`src/rtl/b2da_pkg.sv`:
```
// shared types and constants for the binary to decimal ascii converter
`timescale 1ns / 1ps

package b2da_pkg;

    localparam int VALUE_W  = 64;
    localparam int DIGITS   = 20;
    localparam int NIB_W    = 4;
    localparam int BCD_W    = DIGITS * NIB_W;
    localparam int CHAR_W   = 6;
    localparam int COUNT_W  = 5;
    localparam int ITER_W   = $clog2(VALUE_W);

    localparam logic [1:0]         ASCII_ZERO_HI = 2'b11;
    localparam logic [NIB_W-1:0]   NIB_ADJ_MIN   = 4'd5;
    localparam logic [NIB_W-1:0]   NIB_ADJ       = 4'd3;
    localparam logic [COUNT_W-1:0] COUNT_MAX     = COUNT_W'(DIGITS);
    localparam logic [ITER_W-1:0]  ITER_LAST     = ITER_W'(VALUE_W - 1);

    typedef enum logic [1:0] {
        ST_IDLE,
        ST_CONV,
        ST_SCAN,
        ST_EMIT
    } t_state;

endpackage

```
`src/rtl/binary_to_decimal_ascii_core.sv`:
```
// top level: 64-bit unsigned binary to decimal ascii digit stream
//
// usage: drive i_value and raise start; the transfer happens at a rising edge
// with start high and busy low. busy stays high until the last digit is on the
// outputs. the value is converted by a shift-and-add-3 unit, one value bit per
// cycle, into 20 bcd digits; leading zero digits are then
// skipped one per cycle, and the digits go out one per cycle, most significant
// first, each marked by o_valid for exactly one cycle, with o_digit_count on
// every digit and o_is_last on the final one. zero gives a single '0'.
// the digits follow on consecutive cycles; a new value can be taken only once
// busy is low again, after the 64-step conversion loop, the leading-zero skip
// and the digit output. the receiver cannot stall: every digit must be taken
// in the cycle it is shown. reset (synchronous, active low) returns the block
// to idle, drops o_valid and abandons any value in progress.
`timescale 1ns / 1ps

module binary_to_decimal_ascii_core (
    input  logic                                i_clk,
    input  logic                                i_rst_n,
    input  logic                                start,
    input  logic [b2da_pkg::VALUE_W-1:0]        i_value,
    output logic                                busy,
    output logic                                o_valid,
    output logic [b2da_pkg::CHAR_W-1:0]         o_digit_char,
    output logic [b2da_pkg::COUNT_W-1:0]        o_digit_count,
    output logic                                o_is_last
);
    import b2da_pkg::*;

    t_state               r_state, n_state;
    logic [VALUE_W-1:0]   r_bin,   n_bin;
    logic [BCD_W-1:0]     r_bcd,   n_bcd;
    logic [ITER_W-1:0]    r_iter,  n_iter;
    logic [COUNT_W-1:0]   r_cnt,   n_cnt;
    logic [COUNT_W-1:0]   r_left,  n_left;
    logic                 r_valid, n_valid;
    logic [CHAR_W-1:0]    r_char,  n_char;
    logic [COUNT_W-1:0]   r_ocnt,  n_ocnt;
    logic                 r_last,  n_last;
    logic [BCD_W-1:0]     adj;
    logic [NIB_W-1:0]     top_nib;

    // add 3 to every digit of 5 or more before the shift
    always_comb begin
        for (int i = 0; i < DIGITS; i++) begin
            if (r_bcd[i*NIB_W +: NIB_W] >= NIB_ADJ_MIN) begin
                adj[i*NIB_W +: NIB_W] = r_bcd[i*NIB_W +: NIB_W] + NIB_ADJ;
            end else begin
                adj[i*NIB_W +: NIB_W] = r_bcd[i*NIB_W +: NIB_W];
            end
        end
    end

    assign top_nib = r_bcd[BCD_W-1 -: NIB_W];

    always_comb begin
        n_state = r_state;
        n_bin   = r_bin;
        n_bcd   = r_bcd;
        n_iter  = r_iter;
        n_cnt   = r_cnt;
        n_left  = r_left;
        n_valid = 1'b0;
        n_char  = r_char;
        n_ocnt  = r_ocnt;
        n_last  = r_last;
        case (r_state)
            ST_IDLE: begin
                if (start) begin
                    n_bin   = i_value;
                    n_bcd   = '0;
                    n_iter  = ITER_LAST;
                    n_cnt   = COUNT_MAX;
                    n_state = ST_CONV;
                end
            end
            ST_CONV: begin
                n_bcd  = {adj[BCD_W-2:0], r_bin[VALUE_W-1]};
                n_bin  = {r_bin[VALUE_W-2:0], 1'b0};
                n_iter = r_iter - 1'b1;
                if (r_iter == '0) begin
                    n_state = ST_SCAN;
                end
            end
            ST_SCAN: begin
                if (top_nib == '0 && r_cnt != COUNT_W'(1)) begin
                    n_bcd = {r_bcd[BCD_W-NIB_W-1:0], {NIB_W{1'b0}}};
                    n_cnt = r_cnt - 1'b1;
                end else begin
                    n_left  = r_cnt;
                    n_state = ST_EMIT;
                end
            end
            ST_EMIT: begin
                n_valid = 1'b1;
                n_char  = {ASCII_ZERO_HI, top_nib};
                n_ocnt  = r_cnt;
                n_last  = (r_left == COUNT_W'(1));
                n_bcd   = {r_bcd[BCD_W-NIB_W-1:0], {NIB_W{1'b0}}};
                n_left  = r_left - 1'b1;
                if (r_left == COUNT_W'(1)) begin
                    n_state = ST_IDLE;
                end
            end
            default: begin
                n_state = ST_IDLE;
            end
        endcase
    end

    always_ff @(posedge i_clk) begin
        if (!i_rst_n) begin
            r_state <= ST_IDLE;
            r_valid <= 1'b0;
        end else begin
            r_state <= n_state;
            r_valid <= n_valid;
        end
    end

    always_ff @(posedge i_clk) begin
        r_bin  <= n_bin;
        r_bcd  <= n_bcd;
        r_iter <= n_iter;
        r_cnt  <= n_cnt;
        r_left <= n_left;
        r_char <= n_char;
        r_ocnt <= n_ocnt;
        r_last <= n_last;
    end

    assign busy          = (r_state != ST_IDLE);
    assign o_valid       = r_valid;
    assign o_digit_char  = r_char;
    assign o_digit_count = r_ocnt;
    assign o_is_last     = r_valid & r_last;

    a_digit_range: assert property (@(posedge i_clk) disable iff (!i_rst_n)
        o_valid |-> (o_digit_char[5:4] == ASCII_ZERO_HI) && (o_digit_char[3:0] <= 4'd9)
                    && (o_digit_count != '0) && (o_digit_count <= COUNT_MAX))
        else $error("digit out of range");

    a_run_continues: assert property (@(posedge i_clk) disable iff (!i_rst_n)
        (o_valid && !o_is_last) |=> o_valid && (o_digit_count == $past(o_digit_count)))
        else $error("digit run broken");

    a_run_ends: assert property (@(posedge i_clk) disable iff (!i_rst_n)
        (o_valid && o_is_last) |-> !busy ##1 !o_valid)
        else $error("output after last digit");

    a_no_out_after_start: assert property (@(posedge i_clk) disable iff (!i_rst_n)
        (start && !busy) |=> !o_valid && busy)
        else $error("output right after transfer");

endmodule
```
`config.mk`:
```
export PLATFORM = sky130hd
export DESIGN_NAME = binary_to_decimal_ascii_core
export DESIGN_NICKNAME = d
export VERILOG_FILES = /design/src/rtl/b2da_pkg.sv /design/src/rtl/binary_to_decimal_ascii_core.sv
export SDC_FILE = /design/constraint.sdc
export NUM_CORES = 1
export LEC_CHECK = 0
export BUFFER_PORTS_ARGS = -buffer_cell sky130_fd_sc_hd__buf_2
export CORE_ASPECT_RATIO = 1.1
export CORE_MARGIN = 2
export CORE_UTILIZATION = 65
export DETAILED_ROUTE_END_ITERATION = 8
export GPL_ROUTABILITY_DRIVEN = 0
export GPL_TIMING_DRIVEN = 0
export PLACE_DENSITY = 0.86
export SLEW_MARGIN = 20
export SYNTH_ARGS = -nofsm -noshare
export SYNTH_HDL_FRONTEND = slang
export SYNTH_SLANG_ARGS = --single-unit
```
`constraint.sdc`:
```
create_clock -name i_clk -period 17.7 [get_ports i_clk]
set_input_delay 0 -clock i_clk [delete_from_list [all_inputs] [get_ports i_clk]]
set_output_delay 0 -clock i_clk [all_outputs]
set_load 0.01 [all_outputs]
```
==> results.py <==
metrics = {
    "clocking": {
        "hold_buffers": 65,
        "htree_num_levels": 4,
        "numCtsBuffers": 17,
        "post_cts_buffers": 0,
        "clk_pin_slew_ps": 60,
        "insertion_delay_ps": 430,
        "cts_tree": "yes",
        "clockBufferDepth": 2,
        "clock_sinks": 173,
        "clock-root-buffer": "clkbuf_16",
        "cts_resized": 0,
    },
    "logic_synthesis": {
        "synth_compound_area_frac": 0.1101,
        "synth_area_leaders": "edfxtp_1 (56%), ha_1 (7.1%), mux2_1 (5.6%), mux2_2 (4.4%), a21oi_1 (3.3%)",
        "synth-simple-area-share": 0.08261,
        "synth_top_family_by_area": "compound AO/OA/AOI/OAI gates",
        "synth_seq_cells": 173,
        "ys_seq_area_frac": 0.5627,
        "yosys_warnings": 0,
        "synth_edf_count": 170,
        "synth_xor_area_frac": 0.03244,
        "synthMuxAreaShare": 0.1017,
        "ys_top_cells_by_count": "edfxtp_1 (170), a21oi_1 (60), inv_1 (60)",
        "synth_top_cell_by_area": "edfxtp_1",
        "synth_cell_types": 44,
        "synthAdderAreaFrac": 0.07088,
        "synth_top_area_share": 0.5562,
        "syn_area_um2": 9179,
        "postSynthCellCount": 744,
        "yosysMostFrequentCell": "edfxtp_1",
        "synth_async_sr_flop_share": 0,
        "synth-main-ff-cell": "edfxtp_1",
        "syn_avg_cell_area_um2": 12.34,
    },
    "layout": {
        "final-seq-area_um2": 5165,
        "final_layout_size_suffix_gt1_frac": 0.1670,
        "area_growth_pct": 21.77,
        "fill_cells": 713,
        "num-nets-final": 1031,
        "diodes": 0,
        "stdcell_count": 1110,
        "multi_input_area_um2": 3681,
        "post-route-util": 0.8102,
        "fin_area_um2": 11180,
    },
    "power_and_ir_drop": {
        "sequentialPowerShare": 0.415,
        "vdd_ir_drop_max_uv": 107.3,
        "p_sw_uw": 756.2,
        "p_leak_nw": 4.239,
        "p_int_mw": 1.258,
        "p_comb_frac": 0.401,
        "switching_share": 0.3754,
        "power_mw": 2.014,
        "clkPwrFrac": 0.184,
        "power_density_nw_per_um2": 180.2,
    },
    "min_path": {
        "hold_path_class": "in2reg",
    },
    "floorplanning": {
        "die_y_um": 128.6,
        "die_area_um2": 15090,
        "pin_count": 81,
        "die_x_um": 117.3,
        "core-area_um2": 13790,
        "start_util": 0.6654,
        "row_count": 45,
    },
    "sta": {
        "relSlewSlack": 0.4474,
        "whs_ps": 266.1,
        "worst_slack_ps": 14800,
        "finalClockSkew_ps": 8.873,
        "rsz0062_at_grt": "false",
        "setup_tns_ps": 0,
        "hold_violations": 0,
        "fmax_ghz": 0.3453,
        "worstMarginPinSlew_ps": 827.0,
        "setup_viol": 0,
        "period_share": 0.1636,
        "slew_viol_final": 0,
        "fin_crit_ps": 2896,
    },
    "critical_path": {
        "cp_max_fo": 10,
        "required_ps": 17830,
        "reg2reg_slack_ps": 14800,
        "crit_end": "r_bcd[38]$_DFFE_PP_",
        "timing.rr.end": "r_bcd[38]$_DFFE_PP_",
        "end_kind": "register",
        "startpoint": "r_state[1]$_SDFFE_PN0P_",
        "crit_type": "reg2reg",
        "cp.arrival_ps": 3030,
        "r2r_cells": 8,
        "cp-start-kind": "register",
        "r2r_start": "r_state[1]$_SDFFE_PN0P_",
    },
    "global_routing": {
        "grt-ovfl-total": 0,
        "grt_max_degree": 27,
        "grt_usage": 0.3304,
        "grt_pass1_wl_um": 38160,
        "grt_pass1_vias": 7315,
        "antenna_found_initial": 0,
    },
    "outcome": {
        "status": "completed",
    },
    "routing": {
        "routed-wl-met2_um": 12730,
        "routedWlPerCell_um": 21.73,
        "met1_length_um": 8514,
        "vias_per_cell": 6.251,
        "ant_nets": 0,
        "finalWirelength_um": 24130,
        "route.detailed.drc": 0,
        "first_iter_violations": 780,
        "top_layer": "met4",
        "vias": 6939,
        "drt_first_pass_iters": 7,
        "dr_wl_met3_um": 1771,
    },
    "placement": {
        "dpl_cell_area_um2": 9968,
        "place_inst": 1016,
        "place.port_buffers": 78,
        "place_hpwl_um": 13520,
        "dp_slack_ps": 14940,
    },
    "job": {
        "max_cap_viol_count": 0,
    },
}
[sequential cells by signal, summed over array words and instances (netlist names)]
signal and flops:
o_digit_count 5, r_left 5, r_iter 6, o_digit_char 4, r_bin 64, r_last 1, r_state 2, r_cnt 5
r_bcd 80, o_valid 1
[worst min-delay path by stage]
| stage | endpoint | cells past startpoint | from |
|---|---|---|---|
| after floorplan | o_valid$_SDFF_PN0_ | 1 | i_rst_n |
| after global placement | o_valid$_SDFF_PN0_ | 2 | i_rst_n |
| after detailed placement | o_valid$_SDFF_PN0_ | 2 | i_rst_n |
| after CTS | r_iter[5]$_SDFFCE_PN1P_ | 3 | start |
| after global routing | r_iter[5]$_SDFFCE_PN1P_ | 3 | start |
| final | r_iter[3]$_SDFFCE_PN1P_ | 3 | start |
[kinds of logic (layout without fill, tap and decap cells)]
kind of cell | after synthesis | count (layout)
AOI/OAI and AO/OA | 174 | 174
DFF | 173 | 173
and+or+nand+nor | 137 | 137
buffers and inverters | 90 | 267
muxes | 83 | 83
adders and majority gates | 52 | 52
xor gates and xnor gates | 34 | 34
other | 1 | 2
[final cells by class]
class | count | share of cell area
flip-flops and latches | 173 | 0.4621
plain buffers | 30 | 0.01198
clock inverters | 10 | 0.01119
repair buffers | 148 | 0.1055
inverters | 60 | 0.02015
multi-input cells | 482 | 0.3293
clock buffers | 19 | 0.03873
well taps | 188 | 0.02105
[placed cells by master, fill, tap and decap left out, types with 2 or more instances in the layout]
master and instances:
buf_1 2, and3_1 3, o41a_1 2, buf_16 5
inv_1 60, dlygate4sd3_1 65, nor2_1 18, mux2_1 46
xnor2_1 25, buf_2 83, nor2b_1 4, a21oi_1 59
nand2_1 42, nor3_1 10, and2_1 3, conb_1 2
edfxtp_1 170, o22ai_1 31, dfxtp_1 3, bufinv_16 3
clkbuf_1 22, o41ai_1 7, o21ai_0 21, o21a_1 2
and3b_1 6, nand2b_1 21, xor2_1 9, clkbuf_16 17
buf_4 2, nor3b_1 23, a21o_1 7, mux2_2 36
clkinv_1 5, o32ai_1 8, o21ai_1 31, ha_1 52
[layer usage]
layer | global-route usage | up-vias
li1 | - | 3083
met1 | 0.3634 | 3313
met2 | 0.6109 | 445
met3 | 0.05940 | 98
met4 | 0.1828 | 0
met5 | 0 | -
[critical path, stage by stage, from the launching register on]
cell      delay (ps)
dfxtp_1          400
inv_1            110
ha_1             200
clkbuf_1         290
nand2b_1         150
clkbuf_1         330
buf_2            310
clkbuf_1         590
o22ai_1          210
[power groups by stage]
stage | Clock [mW] | Sequential (mW) | Combinational [mW]
finish | 0.371 | 0.836 | 0.808
global route | 0.389 | 0.853 | 0.875
CTS | 0.369 | 0.819 | 0.777
detailed placement | 0 | 0.825 | 0.754
global placement | 0 | 0.844 | 0.649
floorplan | 0 | 0.811 | 0.540
(Power assumes the default switching activity.)
